<file path="src/sv/ffa_pkg.sv">
// ----------------------------------------------------------------------------
// ffa_pkg
// Shared constants, codes and types of the first-fit arena allocator.
// ----------------------------------------------------------------------------
package ffa_pkg;

   localparam int ARENA_BYTES  = 4096;
   localparam int HEADER_BYTES = 32;
   localparam int MAX_BLOCKS   = 128;

   // request and response field width
   localparam int FIELD_W = 12;
   // block offset and capacity width
   localparam int OFF_W   = $clog2(ARENA_BYTES);
   localparam int WIDE_W  = (OFF_W > FIELD_W) ? OFF_W : FIELD_W;
   // room for sums of a few offsets and sizes
   localparam int SUM_W   = WIDE_W + 2;
   localparam int IDX_W   = $clog2(MAX_BLOCKS);
   localparam int CNT_W   = $clog2(MAX_BLOCKS + 1);

   typedef enum logic [1:0] {
      KIND_ALLOC   = 2'd0,
      KIND_FREE    = 2'd1,
      KIND_RELEASE = 2'd2,
      KIND_NONE    = 2'd3
   } kind_type;

   typedef enum logic [1:0] {
      STATUS_OK            = 2'd0,
      STATUS_TOO_LARGE     = 2'd1,
      STATUS_NOT_ALLOCATED = 2'd2,
      STATUS_ALREADY_FREED = 2'd3
   } status_type;

   typedef struct packed {
      logic [OFF_W-1:0] off;
      logic [OFF_W-1:0] cap;
      logic             busy;
   } entry_type;

   typedef enum logic [2:0] {
      CELL_HOLD,
      CELL_ROTATE,
      CELL_WRITE,
      CELL_WRITE_ALL,
      CELL_DELETE
   } cell_op_type;

   typedef struct packed {
      cell_op_type      op;
      logic [IDX_W-1:0] idx;
      entry_type        entry;
   } cell_cmd_type;

endpackage

</file>
<file path="src/sv/ffa_cell.sv">
// ----------------------------------------------------------------------------
// ffa_cell
// One block table entry; rotates, deletes or is written by index.
// ----------------------------------------------------------------------------
module ffa_cell import ffa_pkg::*; (
   input  logic             clock,
   input  cell_cmd_type     cmd,
   input  logic [IDX_W-1:0] cell_idx,
   input  entry_type        next_entry,
   output entry_type        entry
);

   entry_type entry_ff;
   entry_type entry_in;

   always_comb begin
      entry_in = entry_ff;
      unique case (cmd.op)
         CELL_ROTATE: begin
            entry_in = next_entry;
         end
         CELL_WRITE: begin
            if (cmd.idx == cell_idx) begin
               entry_in.cap  = cmd.entry.cap;
               entry_in.busy = cmd.entry.busy;
            end
         end
         CELL_WRITE_ALL: begin
            if (cmd.idx == cell_idx) begin
               entry_in = cmd.entry;
            end
         end
         // close the gap: everything at or above the index moves down one
         CELL_DELETE: begin
            if (cell_idx >= cmd.idx) begin
               entry_in = next_entry;
            end
         end
         default: begin
            entry_in = entry_ff;
         end
      endcase
   end

   always_ff @(posedge clock) begin
      entry_ff <= entry_in;
   end

   assign entry = entry_ff;

endmodule

</file>
<file path="src/sv/ffa_ctrl.sv">
// ----------------------------------------------------------------------------
// ffa_ctrl
// Request sequencer: scans the rotating cell chain and applies updates.
// ----------------------------------------------------------------------------
module ffa_ctrl import ffa_pkg::*; (
   input  logic               clock,
   input  logic               reset,
   input  logic               req_valid,
   output logic               req_stall,
   input  logic [1:0]         req_kind,
   input  logic [FIELD_W-1:0] req_request_size,
   input  logic [FIELD_W-1:0] req_block_address,
   output logic               rsp_valid,
   input  logic               rsp_stall,
   output logic [1:0]         rsp_status,
   output logic [FIELD_W-1:0] rsp_data_address,
   input  entry_type          head,
   output cell_cmd_type       cmd
);

   typedef enum logic [2:0] {
      ST_IDLE,
      ST_START,
      ST_SCAN,
      ST_FINISH,
      ST_DEL_SUCC,
      ST_PRED,
      ST_DEL_CUR,
      ST_RESP
   } state_type;

   localparam logic [SUM_W-1:0] HDR   = SUM_W'(HEADER_BYTES);
   localparam logic [SUM_W-1:0] LIMIT = SUM_W'(ARENA_BYTES - 1);

   state_type          state_ff, state_in;
   kind_type           kind_ff, kind_in;
   logic [FIELD_W-1:0] size_ff, size_in;
   logic [FIELD_W-1:0] addr_ff, addr_in;
   logic [CNT_W-1:0]   count_ff, count_in;
   logic [IDX_W-1:0]   scan_ff, scan_in;
   logic               hit_ff, hit_in;
   logic [IDX_W-1:0]   hit_idx_ff, hit_idx_in;
   logic [OFF_W-1:0]   hit_off_ff, hit_off_in;
   logic [OFF_W-1:0]   last_off_ff, last_off_in;
   logic [OFF_W-1:0]   last_cap_ff, last_cap_in;
   logic               found_ff, found_in;
   logic [IDX_W-1:0]   idx_ff, idx_in;
   logic               cur_busy_ff, cur_busy_in;
   logic [OFF_W-1:0]   cur_cap_ff, cur_cap_in;
   logic               prev_busy_ff, prev_busy_in;
   logic [OFF_W-1:0]   prev_cap_ff, prev_cap_in;
   logic               pred_busy_ff, pred_busy_in;
   logic [OFF_W-1:0]   pred_cap_ff, pred_cap_in;
   logic               want_succ_ff, want_succ_in;
   logic               succ_valid_ff, succ_valid_in;
   logic               succ_busy_ff, succ_busy_in;
   logic [OFF_W-1:0]   succ_cap_ff, succ_cap_in;
   logic [OFF_W-1:0]   newcap_ff, newcap_in;
   status_type         status_ff, status_in;
   logic [FIELD_W-1:0] daddr_ff, daddr_in;
   logic               rsp_valid_ff, rsp_valid_in;
   status_type         rsp_status_ff, rsp_status_in;
   logic [FIELD_W-1:0] rsp_addr_ff, rsp_addr_in;

   logic               slot_live;
   logic               slot_last;
   logic               merge_succ;
   logic [SUM_W-1:0]   size_w;
   logic [SUM_W-1:0]   head_cap_w;
   logic [SUM_W-1:0]   new_off_w;
   logic [SUM_W-1:0]   tail_need_w;
   logic [SUM_W-1:0]   merged_w;
   logic [SUM_W-1:0]   pred_merged_w;

   always_comb begin
      size_w        = SUM_W'(size_ff);
      head_cap_w    = SUM_W'(head.cap);
      slot_live     = CNT_W'(scan_ff) < count_ff;
      slot_last     = CNT_W'(scan_ff) == (count_ff - CNT_W'(1));
      new_off_w     = SUM_W'(last_off_ff) + HDR + SUM_W'(last_cap_ff);
      tail_need_w   = new_off_w + HDR + size_w;
      merge_succ    = succ_valid_ff && !succ_busy_ff;
      merged_w      = merge_succ ? (SUM_W'(cur_cap_ff) + SUM_W'(succ_cap_ff) + HDR)
                                 : SUM_W'(cur_cap_ff);
      pred_merged_w = SUM_W'(pred_cap_ff) + SUM_W'(newcap_ff) + HDR;
   end

   always_comb begin
      state_in      = state_ff;
      kind_in       = kind_ff;
      size_in       = size_ff;
      addr_in       = addr_ff;
      count_in      = count_ff;
      scan_in       = scan_ff;
      hit_in        = hit_ff;
      hit_idx_in    = hit_idx_ff;
      hit_off_in    = hit_off_ff;
      last_off_in   = last_off_ff;
      last_cap_in   = last_cap_ff;
      found_in      = found_ff;
      idx_in        = idx_ff;
      cur_busy_in   = cur_busy_ff;
      cur_cap_in    = cur_cap_ff;
      prev_busy_in  = prev_busy_ff;
      prev_cap_in   = prev_cap_ff;
      pred_busy_in  = pred_busy_ff;
      pred_cap_in   = pred_cap_ff;
      want_succ_in  = want_succ_ff;
      succ_valid_in = succ_valid_ff;
      succ_busy_in  = succ_busy_ff;
      succ_cap_in   = succ_cap_ff;
      newcap_in     = newcap_ff;
      status_in     = status_ff;
      daddr_in      = daddr_ff;
      rsp_valid_in  = rsp_valid_ff && rsp_stall;
      rsp_status_in = rsp_status_ff;
      rsp_addr_in   = rsp_addr_ff;
      cmd           = '{op: CELL_HOLD, idx: '0, entry: '0};

      unique case (state_ff)
         ST_IDLE: begin
            if (req_valid) begin
               kind_in  = kind_type'(req_kind);
               size_in  = req_request_size;
               addr_in  = req_block_address;
               state_in = ST_START;
            end
         end
         ST_START: begin
            status_in     = STATUS_OK;
            daddr_in      = '0;
            scan_in       = '0;
            hit_in        = 1'b0;
            found_in      = 1'b0;
            want_succ_in  = 1'b0;
            succ_valid_in = 1'b0;
            state_in      = ST_RESP;
            unique case (kind_ff)
               KIND_ALLOC: begin
                  if (count_ff == '0) begin
                     // empty table: the first block goes at offset zero
                     if (HDR + size_w > LIMIT) begin
                        status_in = STATUS_TOO_LARGE;
                     end else begin
                        cmd.op         = CELL_WRITE_ALL;
                        cmd.idx        = '0;
                        cmd.entry.off  = '0;
                        cmd.entry.cap  = OFF_W'(size_ff);
                        cmd.entry.busy = 1'b1;
                        count_in       = CNT_W'(1);
                        daddr_in       = FIELD_W'(HDR);
                     end
                  end else begin
                     state_in = ST_SCAN;
                  end
               end
               KIND_FREE: begin
                  if (count_ff == '0) begin
                     status_in = STATUS_NOT_ALLOCATED;
                  end else begin
                     state_in = ST_SCAN;
                  end
               end
               KIND_RELEASE: begin
                  count_in = '0;
               end
               default: begin
                  status_in = STATUS_OK;
               end
            endcase
         end
         ST_SCAN: begin
            // one full turn of the chain; the head cell holds entry scan_ff
            cmd.op = CELL_ROTATE;
            if (kind_ff == KIND_ALLOC) begin
               if (slot_live && !hit_ff && !head.busy &&
                   ((head_cap_w == size_w) || ((head_cap_w >= size_w) && slot_last))) begin
                  hit_in     = 1'b1;
                  hit_idx_in = scan_ff;
                  hit_off_in = head.off;
               end
               if (slot_last) begin
                  last_off_in = head.off;
                  last_cap_in = head.cap;
               end
            end else begin
               if (slot_live && !found_ff && (SUM_W'(head.off) + HDR == SUM_W'(addr_ff))) begin
                  found_in     = 1'b1;
                  idx_in       = scan_ff;
                  cur_busy_in  = head.busy;
                  cur_cap_in   = head.cap;
                  pred_busy_in = prev_busy_ff;
                  pred_cap_in  = prev_cap_ff;
                  want_succ_in = 1'b1;
               end
               if (want_succ_ff) begin
                  want_succ_in  = 1'b0;
                  succ_valid_in = slot_live;
                  succ_busy_in  = head.busy;
                  succ_cap_in   = head.cap;
               end
            end
            prev_busy_in = head.busy;
            prev_cap_in  = head.cap;
            scan_in      = scan_ff + IDX_W'(1);
            if (scan_ff == IDX_W'(MAX_BLOCKS - 1)) begin
               state_in = ST_FINISH;
            end
         end
         ST_FINISH: begin
            state_in = ST_RESP;
            if (kind_ff == KIND_ALLOC) begin
               if (hit_ff) begin
                  cmd.op         = CELL_WRITE;
                  cmd.idx        = hit_idx_ff;
                  cmd.entry.cap  = OFF_W'(size_ff);
                  cmd.entry.busy = 1'b1;
                  daddr_in       = FIELD_W'(SUM_W'(hit_off_ff) + HDR);
               end else if ((tail_need_w > LIMIT) || (count_ff >= CNT_W'(MAX_BLOCKS))) begin
                  status_in = STATUS_TOO_LARGE;
               end else begin
                  // append after the tail block
                  cmd.op         = CELL_WRITE_ALL;
                  cmd.idx        = count_ff[IDX_W-1:0];
                  cmd.entry.off  = OFF_W'(new_off_w);
                  cmd.entry.cap  = OFF_W'(size_ff);
                  cmd.entry.busy = 1'b1;
                  count_in       = count_ff + CNT_W'(1);
                  daddr_in       = FIELD_W'(new_off_w + HDR);
               end
            end else if (!found_ff) begin
               status_in = STATUS_NOT_ALLOCATED;
            end else if (!cur_busy_ff) begin
               status_in = STATUS_ALREADY_FREED;
            end else begin
               cmd.op         = CELL_WRITE;
               cmd.idx        = idx_ff;
               cmd.entry.cap  = OFF_W'(merged_w);
               cmd.entry.busy = 1'b0;
               newcap_in      = OFF_W'(merged_w);
               state_in       = merge_succ ? ST_DEL_SUCC : ST_PRED;
            end
         end
         ST_DEL_SUCC: begin
            cmd.op   = CELL_DELETE;
            cmd.idx  = idx_ff + IDX_W'(1);
            count_in = count_ff - CNT_W'(1);
            state_in = ST_PRED;
         end
         ST_PRED: begin
            if ((idx_ff != '0) && !pred_busy_ff) begin
               cmd.op         = CELL_WRITE;
               cmd.idx        = idx_ff - IDX_W'(1);
               cmd.entry.cap  = OFF_W'(pred_merged_w);
               cmd.entry.busy = 1'b0;
               state_in       = ST_DEL_CUR;
            end else begin
               state_in = ST_RESP;
            end
         end
         ST_DEL_CUR: begin
            cmd.op   = CELL_DELETE;
            cmd.idx  = idx_ff;
            count_in = count_ff - CNT_W'(1);
            state_in = ST_RESP;
         end
         ST_RESP: begin
            if (!rsp_valid_ff || !rsp_stall) begin
               rsp_valid_in  = 1'b1;
               rsp_status_in = status_ff;
               rsp_addr_in   = daddr_ff;
               state_in      = ST_IDLE;
            end
         end
         default: begin
            state_in = ST_IDLE;
         end
      endcase
   end

   always_ff @(posedge clock) begin
      if (reset) begin
         state_ff     <= ST_IDLE;
         count_ff     <= '0;
         rsp_valid_ff <= 1'b0;
      end else begin
         state_ff     <= state_in;
         count_ff     <= count_in;
         rsp_valid_ff <= rsp_valid_in;
      end
      kind_ff       <= kind_in;
      size_ff       <= size_in;
      addr_ff       <= addr_in;
      scan_ff       <= scan_in;
      hit_ff        <= hit_in;
      hit_idx_ff    <= hit_idx_in;
      hit_off_ff    <= hit_off_in;
      last_off_ff   <= last_off_in;
      last_cap_ff   <= last_cap_in;
      found_ff      <= found_in;
      idx_ff        <= idx_in;
      cur_busy_ff   <= cur_busy_in;
      cur_cap_ff    <= cur_cap_in;
      prev_busy_ff  <= prev_busy_in;
      prev_cap_ff   <= prev_cap_in;
      pred_busy_ff  <= pred_busy_in;
      pred_cap_ff   <= pred_cap_in;
      want_succ_ff  <= want_succ_in;
      succ_valid_ff <= succ_valid_in;
      succ_busy_ff  <= succ_busy_in;
      succ_cap_ff   <= succ_cap_in;
      newcap_ff     <= newcap_in;
      status_ff     <= status_in;
      daddr_ff      <= daddr_in;
      rsp_status_ff <= rsp_status_in;
      rsp_addr_ff   <= rsp_addr_in;
   end

   assign req_stall        = (state_ff != ST_IDLE);
   assign rsp_valid        = rsp_valid_ff;
   assign rsp_status       = rsp_status_ff;
   assign rsp_data_address = rsp_addr_ff;

   a_count_bound: assert property (@(posedge clock) disable iff (reset)
      count_ff <= CNT_W'(MAX_BLOCKS))
      else $error("block count beyond table size");

   a_scan_turn: assert property (@(posedge clock) disable iff (reset)
      (state_ff == ST_SCAN && scan_ff == IDX_W'(MAX_BLOCKS - 1)) |=> state_ff == ST_FINISH)
      else $error("chain turn did not end in finish");

   a_delete_keeps_one: assert property (@(posedge clock) disable iff (reset)
      (state_ff == ST_DEL_SUCC || state_ff == ST_DEL_CUR) |-> count_ff > CNT_W'(1))
      else $error("merge would empty the table");

   a_count_step: assert property (@(posedge clock) disable iff (reset)
      (state_ff != ST_START && $past(state_ff) != ST_START && !$past(reset))
         |-> (count_ff + CNT_W'(1) >= $past(count_ff)))
      else $error("block count dropped by more than one");

endmodule

</file>
<file path="src/sv/first_fit_arena_allocator.sv">
// ----------------------------------------------------------------------------
// first_fit_arena_allocator
// First-fit allocator over an address-ordered block table held in a ring of
// cells; frees merge with free neighbors.
// ----------------------------------------------------------------------------
//  channel  direction  handshake            payload
//  req      in         req_valid/req_stall  kind, request_size, block_address
//  rsp      out        rsp_valid/rsp_stall  status, data_address
//
//  an allocate or free on a non-empty table makes one full turn of the
//  128-cell chain past the head cell, then the finish and update states
//  an item on an empty table, a release or an unused kind skips the scan
//  reset clears the block count and the response; cell contents need no reset
//  req_stall is high while an item is in work; a stalled response holds the
//  next item in the response state until the response register is taken
// ----------------------------------------------------------------------------
module first_fit_arena_allocator import ffa_pkg::*; (
   input  logic               clock,
   input  logic               reset,
   input  logic               req_valid,
   output logic               req_stall,
   input  logic [1:0]         req_kind,
   input  logic [FIELD_W-1:0] req_request_size,
   input  logic [FIELD_W-1:0] req_block_address,
   output logic               rsp_valid,
   input  logic               rsp_stall,
   output logic [1:0]         rsp_status,
   output logic [FIELD_W-1:0] rsp_data_address
);

   cell_cmd_type cmd;
   entry_type    cell_entries [MAX_BLOCKS];

   ffa_ctrl u_ctrl (
      .clock             (clock),
      .reset             (reset),
      .req_valid         (req_valid),
      .req_stall         (req_stall),
      .req_kind          (req_kind),
      .req_request_size  (req_request_size),
      .req_block_address (req_block_address),
      .rsp_valid         (rsp_valid),
      .rsp_stall         (rsp_stall),
      .rsp_status        (rsp_status),
      .rsp_data_address  (rsp_data_address),
      .head              (cell_entries[0]),
      .cmd               (cmd)
   );

   // each cell takes from its upper neighbor; the top one wraps to the head
   for (genvar i = 0; i < MAX_BLOCKS; i++) begin : g_cell
      ffa_cell u_cell (
         .clock      (clock),
         .cmd        (cmd),
         .cell_idx   (IDX_W'(i)),
         .next_entry (cell_entries[(i + 1) % MAX_BLOCKS]),
         .entry      (cell_entries[i])
      );
   end

endmodule

</file>
<file path="config.mk">
export PLATFORM = sky130hd
export DESIGN_NAME = first_fit_arena_allocator
export DESIGN_NICKNAME = d
export VERILOG_FILES = /design/src/sv/ffa_pkg.sv /design/src/sv/ffa_cell.sv /design/src/sv/ffa_ctrl.sv /design/src/sv/first_fit_arena_allocator.sv
export SDC_FILE = /design/constraint.sdc
export NUM_CORES = 2
export LEC_CHECK = 0
export BUFFER_PORTS_ARGS = -buffer_cell sky130_fd_sc_hd__buf_4
export CAP_MARGIN = 30
export CELL_PAD_IN_SITES_DETAIL_PLACEMENT = 0
export CELL_PAD_IN_SITES_GLOBAL_PLACEMENT = 1
export CORE_MARGIN = 2
export CORE_UTILIZATION = 30
export DETAILED_ROUTE_END_ITERATION = 6
export PLACE_DENSITY_LB_ADDON = 0.1
export SYNTH_ARGS = -nofsm -noshare
export SYNTH_HDL_FRONTEND = slang
export SYNTH_SLANG_ARGS = --single-unit
</file>
<file path="constraint.sdc">
create_clock -name clock -period 8.08 [get_ports clock]
set_input_delay 0 -clock clock [delete_from_list [all_inputs] [get_ports clock]]
set_output_delay 0 -clock clock [all_outputs]
set_load 0.01 [all_outputs]
</file>
Yosys cells after proc, flatten, opt, wreduce, memory -nomap -nowiden
Index checks and enable logic that the tools add are counted.
Word-level totals
  flip-flop bits (word level): 3391
  latch bits: 0
  memory bits (writable): 0
  bits in read-only memories: 0
  output and inout port bits: 16
  word-level logic and storage cells: 2124
  memories kept: 0
Cells by class
  add/subtract/negate cells: 16
  multiply operators: 0
  div/mod/pow operators: 0
  order comparisons: 133
  eq/ne operators: 546
  shifts and indexed selects: 0
  mux-type cells: 712
  bitwise operators: 1
  reductions and logical operators: 303
Operators by type and width (number)
  $pmux 13 s4: 128
  $mux 25: 256
  $pmux 12 s3: 128
  $mux 13: 133
  $ne 2x1->1 const B: 391
  $reduce_and 4->1: 130
  $eq 7x7->1 const B: 65
  $ge 7x7->1 const A: 64
  $reduce_and 3->1: 137
  $eq 7x6->1 const B: 32
  $ge 6x7->1 const A: 32
  $eq 7x5->1 const B: 16
  $ge 5x7->1 const A: 16
  $mux 12: 8
  $mux 35: 2
  $mux 34: 2
  $eq 7x4->1 const B: 8
  $ge 4x7->1 const A: 8
  $pmux 12 s2: 2
  $mux 8: 5
  $pmux 13 s3: 1
  $add 12x6->12 const B: 3
  $pmux 7 s5: 1
  $add 14x12->14: 2
  other kinds (58): 141

Longest topological paths before layout
  depth in word-level cells: 13
  gate-level depth with buffers: 28
  mapped depth without buffers: 24

By module
Synthesis repeated with hierarchy kept, for this count alone.
Unflattened totals
  cell total of the unflattened synthesis: 15564
  area total of the unflattened synthesis: 183023.0 um^2
By module, submodules not included
  ffa_cell: instances 128, cells each 114, area an instance 1343.8 um^2, seq. area each 750.7 um^2
  ffa_ctrl: instances 1, cells each 970, area an instance 11010.6 um^2, seq. area each 5615.4 um^2
  first_fit_arena_allocator: instances 1, cells each 2, area an instance 7.5 um^2, seq. area each 0.0 um^2

Least setup slack after synthesis
No wires, ideal clock.
  kind: reg-to-reg
  from: reg u_ctrl.last_off_ff[5]
  to: reg g_cell[10].u_cell.entry_ff, in the netlist g_cell[10].u_cell.entry[0] (enable)
  library setup time: 0.406 ns
  arrival time: 5.944 ns
  data required time: 7.674 ns
  setup slack: 1.729 ns
  cell stages (with the launch flop): 26
  buffers on the path: 3
  cell sequence: edfxtp_1 > ha_1 > and3_1 > xor2_1 > ha_1 > clkbuf_1 > nor2_1 > mux2i_1 > o211ai_1 > a311oi_1 > xnor2_1 > ha_1 > a21o_1 > a21o_1 > a311o_1 > o21ai_0 > a21oi_1 > a31o_2 > a22oi_2 > buf_6 > buf_6 > a31o_2 > nand2_4 > nor2_4 > nand2_1 > a221oi_1
On the way
  longest elaborated chain between the ends: 13
  elaborated cells between the ends (all ways): 22
RTL lines
  from (decl): line ffa_ctrl.sv:44  | logic [OFF_W-1:0] last_off_ff, last_off_in;
  from (signal assigned): line ffa_ctrl.sv:298  | last_off_ff <= last_off_in;
  $add 12x6->13 *: line ffa_ctrl.sv:80  | new_off_w = SUM_W'(last_off_ff) + HDR + SUM_W'(last_cap_ff);
  $add 14x12->14 *: line ffa_ctrl.sv:80
  $add 14x6->14 *: line ffa_ctrl.sv:81  | tail_need_w = new_off_w + HDR + size_w;
  $add 14x12->14 *: line ffa_ctrl.sv:81
  $gt 14x12->1 *: line ffa_ctrl.sv:219  | end else if ((tail_need_w > LIMIT) || (count_ff >= CNT_W'(MAX_BLOCKS))) begin
  $logic_or 1x1->1 *: line ffa_ctrl.sv:219
  $mux 34 *: line ffa_ctrl.sv:219
  $mux 9 *: line ffa_ctrl.sv:213  | if (hit_ff) begin
  $mux 10 *: line ffa_ctrl.sv:212  | if (kind_ff == KIND_ALLOC) begin
  $pmux 7 s5 or $pmux 3 s5 (tied branches): line ffa_ctrl.sv:120  | unique case (state_ff)
  $ge 4x7->1 (tied with other cells): line ffa_cell.sv:35  | if (cell_idx >= cmd.idx) begin
  $ne 2x1->1 (no line) or $reduce_bool 4->1 (tied branches)
  $reduce_and 4->1 (no line) *
  to (signal assigned): line ffa_cell.sv:46  | entry_ff <= entry_in;
  to (decl): line ffa_cell.sv:13  | entry_type entry_ff;
Mark *: on every way between the ends. The rest lies on a longest branch, timed or not.
A chain may end at the register's enable or synchronous reset.

Worst setup path in the final report
  from: reg u_ctrl.last_cap_ff[3]
  to: reg g_cell[52].u_cell.entry_ff, in the netlist g_cell[52].u_cell.entry[14] (enable)
On the way
  longest elaborated chain between the ends: 12
  elaborated cells between the ends (all ways): 19
RTL lines
  from (decl): line ffa_ctrl.sv:45  | logic [OFF_W-1:0] last_cap_ff, last_cap_in;
  from (signal assigned): line ffa_ctrl.sv:299  | last_cap_ff <= last_cap_in;
  $add 14x12->14 *: line ffa_ctrl.sv:80
  $add 14x6->14 *: line ffa_ctrl.sv:81
  $add 14x12->14 *: line ffa_ctrl.sv:81
  $gt 14x12->1 *: line ffa_ctrl.sv:219
  $logic_or 1x1->1 *: line ffa_ctrl.sv:219
  $mux 34 *: line ffa_ctrl.sv:219
  $mux 9 *: line ffa_ctrl.sv:213
  $mux 10 *: line ffa_ctrl.sv:212
  $pmux 7 s5 or $pmux 3 s5 (tied branches): line ffa_ctrl.sv:120
  $ge 6x7->1 (tied with other cells): line ffa_cell.sv:35
  $ne 2x1->1 (no line) or $reduce_bool 3->1 (tied branches)
  $reduce_and 3->1 (no line) *
  to (signal assigned): line ffa_cell.sv:46
  to (decl): line ffa_cell.sv:13
Marked as above.

==> report_table.html <==
<table>
<tr><th>Metric</th><th>Value</th></tr>
<tr><th colspan="2">Status</th></tr>
<tr><td>Status</td><td>complete, no violations</td></tr>
<tr><th colspan="2">Placement</th></tr>
<tr><td>Dpl ws</td><td>0.6720 ns</td></tr>
<tr><td>GPL Wtd Cong</td><td>between 0.9 and 1</td></tr>
<tr><td>Final HPWL from detailed placement</td><td>258800 µm</td></tr>
<tr><td>Count of input and output buffers</td><td>45</td></tr>
<tr><th colspan="2">Routing</th></tr>
<tr><td>Number of nets with antenna violations after routing</td><td>0</td></tr>
<tr><td>Per-cell via count in the routed design</td><td>4.794</td></tr>
<tr><td>Routed wirelength normalized by instance count</td><td>~23 µm</td></tr>
<tr><td>Initial detailed-routing violation count</td><td>6317</td></tr>
<tr><td>DRC violations left</td><td>0</td></tr>
<tr><td>Final wirelength</td><td>403300 µm</td></tr>
<tr><td>Total number of vias</td><td>82470</td></tr>
<tr><td>Detailed Routing Iterations Pass 1</td><td>6</td></tr>
<tr><th colspan="2">Clock network</th></tr>
<tr><td>Clock transition at the register clock pins on the worst setup and hold paths after CTS</td><td>roughly 0.06 ns</td></tr>
<tr><td>Worst-skew pair later-pin latency</td><td>1.00 ns</td></tr>
<tr><td>CTS tree</td><td>done</td></tr>
<tr><td>Resized cells post-CTS</td><td>0</td></tr>
<tr><td>Clock tree sinks</td><td>about 3400</td></tr>
<tr><td>Number of clock buffers inserted by TritonCTS</td><td>roughly 390</td></tr>
<tr><td>Post CTS Setup Buffer Count</td><td>0</td></tr>
<tr><td>Root buffer cell</td><td>clkbuf_16</td></tr>
<tr><td>Number of H-tree levels</td><td>5</td></tr>
<tr><td>Maximum clock insertion buffer count</td><td>4</td></tr>
<tr><th colspan="2">Critical path</th></tr>
<tr><td>Register-to-register setup slack</td><td>between 0.5 and 0.6 ns</td></tr>
<tr><td>Largest incremental delay on the critical path</td><td>approximately 1.0 ns</td></tr>
<tr><td>Critical-path cell list</td><td>ha_1 &gt; and2_1 &gt; nand3b_1 &gt; and2_1 &gt; xnor2_1 &gt; ha_1 &gt; and4_1 &gt; nand2_1 &gt; xnor2_1 &gt; ha_1 &gt; a21o_1 &gt; a21o_1 &gt; a2111oi_0 &gt; a21oi_1 &gt; a31o_2 &gt; a22oi_2 &gt; buf_12 &gt; o21a_4 &gt; a2bb2oi_4 &gt; buf_12 &gt; nor2_1 &gt; buf_4 &gt; a221oi_1 &gt; nor2_1</td></tr>
<tr><td>Max FO, Critical Path</td><td>25</td></tr>
<tr><td>Required @ worst endpoint</td><td>roughly 8.7 ns</td></tr>
<tr><td>Path type of the worst setup path</td><td>flop to flop</td></tr>
<tr><td>Signal arrival time at the worst endpoint</td><td>between 8 and 9 ns</td></tr>
<tr><td>Type of destination of the critical path</td><td>flop</td></tr>
<tr><td>Most common cell on crit path</td><td>ha_1</td></tr>
<tr><td>Critical-path top delay cell</td><td>a221oi_1</td></tr>
<tr><td>CP Launch Type</td><td>flop</td></tr>
<tr><th colspan="2">Yosys</th></tr>
<tr><td>Top cells by count, synth</td><td>3379 x edfxtp_1, 3247 x nand2_1, 1681 x a21o_1</td></tr>
<tr><td>Post-synthesis cell count</td><td>10440</td></tr>
<tr><td>Library cell occupying the most area in the post-synthesis netlist</td><td>edfxtp_1</td></tr>
<tr><td>Top cells by area in the synthesized netlist</td><td>edfxtp_1 73%, a21o_1 9.1%, nand2_1 8.8%, buf_2 1.7%, ha_1 0.87%</td></tr>
<tr><td>Number of enable-type register cells in the synthesized netlist</td><td>roughly 3400</td></tr>
<tr><td>Syn nets</td><td>10570</td></tr>
<tr><td>Sequential element share of the synthesized area</td><td>between 70% and 80%</td></tr>
<tr><td>Area share of the largest cell type after synthesis</td><td>approximately three quarters</td></tr>
<tr><td>Synth warnings</td><td>0</td></tr>
<tr><td>Library cells used by synthesis</td><td>89</td></tr>
<tr><td>Area of the mapped netlist</td><td>0.1387 mm²</td></tr>
<tr><td>Proportion of register bits with asynchronous set or reset after synthesis</td><td>0%</td></tr>
<tr><td>Post-Synthesis Mean Instance Area</td><td>about 13 µm²</td></tr>
<tr><td>Post-synthesis sequential element count</td><td>around 3400</td></tr>
<tr><td>Post-synth top flop</td><td>edfxtp_1</td></tr>
<tr><td>Cell with the most instances after synthesis</td><td>edfxtp_1</td></tr>
<tr><th colspan="2">Timing</th></tr>
<tr><td>Post-Route Skew</td><td>about 0.05 ns</td></tr>
<tr><td>Post-route worst hold slack</td><td>approximately 0.12 ns</td></tr>
<tr><td>Summed negative setup slack over all endpoints</td><td>0 ns</td></tr>
<tr><td>Top achievable clock speed</td><td>~0.13 GHz</td></tr>
<tr><td>Number of hold violations in the final report</td><td>0</td></tr>
<tr><td>Slew of the pin with the lowest slew margin</td><td>~1.2 ns</td></tr>
<tr><td>Setup repair after global routing missed its margin</td><td>false</td></tr>
<tr><td>Final setup margin</td><td>just under 0.6 ns</td></tr>
<tr><td>Number of setup violations in the final report</td><td>0</td></tr>
<tr><td>Max-slew violation count</td><td>0</td></tr>
<tr><td>Worst slew margin</td><td>around 17%</td></tr>
<tr><td>Min cycle time layout</td><td>between 7 and 8 ns</td></tr>
<tr><td>Final period utilization</td><td>92.79%</td></tr>
<tr><th colspan="2">Global routing</th></tr>
<tr><td>Number of antenna violations at the first check in global routing</td><td>6</td></tr>
<tr><td>Largest net degree at the start of global routing</td><td>241</td></tr>
<tr><td>Congestion Overflow GR</td><td>0</td></tr>
<tr><td>Wire length of the first global-routing pass</td><td>598300 µm</td></tr>
<tr><td>Number of global-route vias before repair</td><td>approximately 86000</td></tr>
<tr><td>Aggregate global-route resource usage</td><td>between 10% and 20%</td></tr>
<tr><th colspan="2">Floorplan</th></tr>
<tr><td>Number of placement rows</td><td>between 200 and 250</td></tr>
<tr><td>Std-Cell Core Area</td><td>0.4602 mm²</td></tr>
<tr><td>Die span in x</td><td>approximately 680 µm</td></tr>
<tr><td>Die outline area</td><td>roughly 0.47 mm²</td></tr>
<tr><td>Starting density of the core</td><td>30.15%</td></tr>
<tr><td>Io pins</td><td>46</td></tr>
<tr><td>Vertical die dimension</td><td>around 700 µm</td></tr>
<tr><th colspan="2">Power and ir drop</th></tr>
<tr><td>Total power divided by cell area</td><td>492.4 mW/mm²</td></tr>
<tr><td>Standby leakage power</td><td>just over 0.07 µW</td></tr>
<tr><td>IR Drop Worst-Case VDD</td><td>0.2191 mV</td></tr>
<tr><th colspan="2">Final layout</th></tr>
<tr><td>Count of nets after finishing</td><td>between 10000 and 15000</td></tr>
<tr><td>Layout cell share with drive strength beyond 1</td><td>around an eighth</td></tr>
<tr><td>Area growth from synthesis to layout</td><td>17.37%</td></tr>
<tr><th colspan="2">Hold path</th></tr>
<tr><td>Hold WC Path Type</td><td>primary input to flop</td></tr>
<tr><th colspan="2">Job</th></tr>
<tr><td>Max-Cap Viols</td><td>0</td></tr>
</table>
==> layout by cell type (no fill, tap or decap), types with 10 or more instances in the layout <==
master and instances:
buf_12 123, nand3_1 62, nor3_2 21, a21o_1 1681, dfxtp_1 12, a31oi_2 16, clkinv_2 74, o21ai_1 20
a21oi_1 197, and3_1 15, nand2_4 14, nor2_2 17, ha_1 96, a31oi_1 19, nand4_1 21, a21oi_2 32
xor2_1 30, a22oi_1 21, mux2_2 10, nand2_1 3235, a211oi_1 16, a221oi_2 15, clkbuf_1 89, nor2b_1 12
nor3_1 38, buf_4 506, clkbuf_16 397, o21ai_0 61, clkinv_1 94, o21ai_2 13, inv_1 66, nand2b_1 12
nor2_1 245, edfxtp_1 3379, dlygate4sd3_1 59, a221o_4 11, and2_1 13, bufinv_16 29, a221oi_1 10, xnor2_1 46
==> through the flow <==
step | std cells | total power (µW) | instance area [µm²] | utilization (%)
final | 17200 | 80180 | 162900 | 35.39
after global routing | 17200 | 85100 | 162800 | 35.39
after CTS | 17190 | 81760 | 162800 | 35.37
after detailed placement | 16410 | 63580 | 149800 | 32.55
after global placement | 16380 | 63370 | 149500 | 32.48
after floorplan | 10440 | 51330 | 138700 | -
==> routing by layer <==
| layer | routed length, µm | vias to the layer above | part of all wire, % | GRT usage, % |
|---|---|---|---|---|
| met2 | 188000 | 1549 | 47 | 27.56 |
| li1 | - | 37740 | - | - |
| met1 | 190800 | 42660 | 47 | 23.84 |
| met4 | 9093 | 2 | 2.3 | 4.034 |
| met5 | 11 | - | 0.0027 | 0 |
| met3 | 15340 | 518 | 3.8 | 2.186 |
==> kinds of logic (layout without fill, tap and decap cells) <==
| family | count (synthesis) | in the layout | synth area share (%) |
|---|---|---|---|
| and+or+nand+nor | 3770 | 3770 | 10.72 |
| DFF | 3391 | 3391 | 73.30 |
| AOI/OAI and AO/OA | 2206 | 2206 | 11.60 |
| buffers and inverters | 879 | 1489 | 2.850 |
| adders and majority gates | 100 | 100 | 0.9234 |
| xor gates and xnor gates | 76 | 76 | 0.4797 |
| muxes | 16 | 16 | 0.1244 |
| other | 0 | 7 | 0 |
==> registers in the layout, indices dropped and copies added, names as in the netlist, 8 cells and up <==
register / count
g_cell.u_cell.entry: 3200
u_ctrl.addr_ff: 12
u_ctrl.count_ff: 8
u_ctrl.cur_cap_ff: 12
u_ctrl.daddr_ff: 12
u_ctrl.hit_off_ff: 12
u_ctrl.last_cap_ff: 12
u_ctrl.last_off_ff: 12
u_ctrl.newcap_ff: 12
u_ctrl.pred_cap_ff: 12
u_ctrl.prev_cap_ff: 12
u_ctrl.rsp_data_address: 12
u_ctrl.size_ff: 12
u_ctrl.succ_cap_ff: 12
==> where the power goes <==
group	total, µW	leakage (µW)	internal, µW	switching (µW)
Sequential	37700	0.0319	34800	2910
Clock	17300	0.00605	9970	7360
Combinational	25200	0.0330	8770	16400
==> timing repair <==
action	in CTS	in global routing
hold buffers	59	0
hold endpoints to repair	78	0
setup endpoints to repair	0	0
==> worst paths after layout <==
kind / startpoint / to / cells after the start
worst max-delay path: u_ctrl.last_cap_ff[3] / g_cell[52].u_cell.entry[14] / 24
worst min-delay path: rsp_stall / u_ctrl.rsp_data_address[10] / 4
worst max register to register: u_ctrl.last_cap_ff[3] / g_cell[52].u_cell.entry[14] / 24
worst min register to register: u_ctrl.prev_cap_ff[1] / u_ctrl.pred_cap_ff[1] / 0
==> worst max-delay path: cells and delay by family (launching register included) <==
kind	cells	cell delay, ns
AO/OA/AOI/OAI	9	2.79
XOR/XNOR	2	0.76
adder cells (fa/ha/maj)	3	0.99
buffers and inverters	3	0.60
flip-flops	1	0.38
AND/OR/NAND/NOR	7	1.52
==> cell type report <==
class                      count  area (µm²)
antenna                        7       17.52
tap                         6149        7694
fill                       44920      297300
clock inverter               230        2101
inverter                      66       247.7
sequential                  3391      101700
clock buffer                 488       10300
multi-input combinational   6168       33730
timing repair buffer         705        7064
Power figures use the tool's default switching activity.
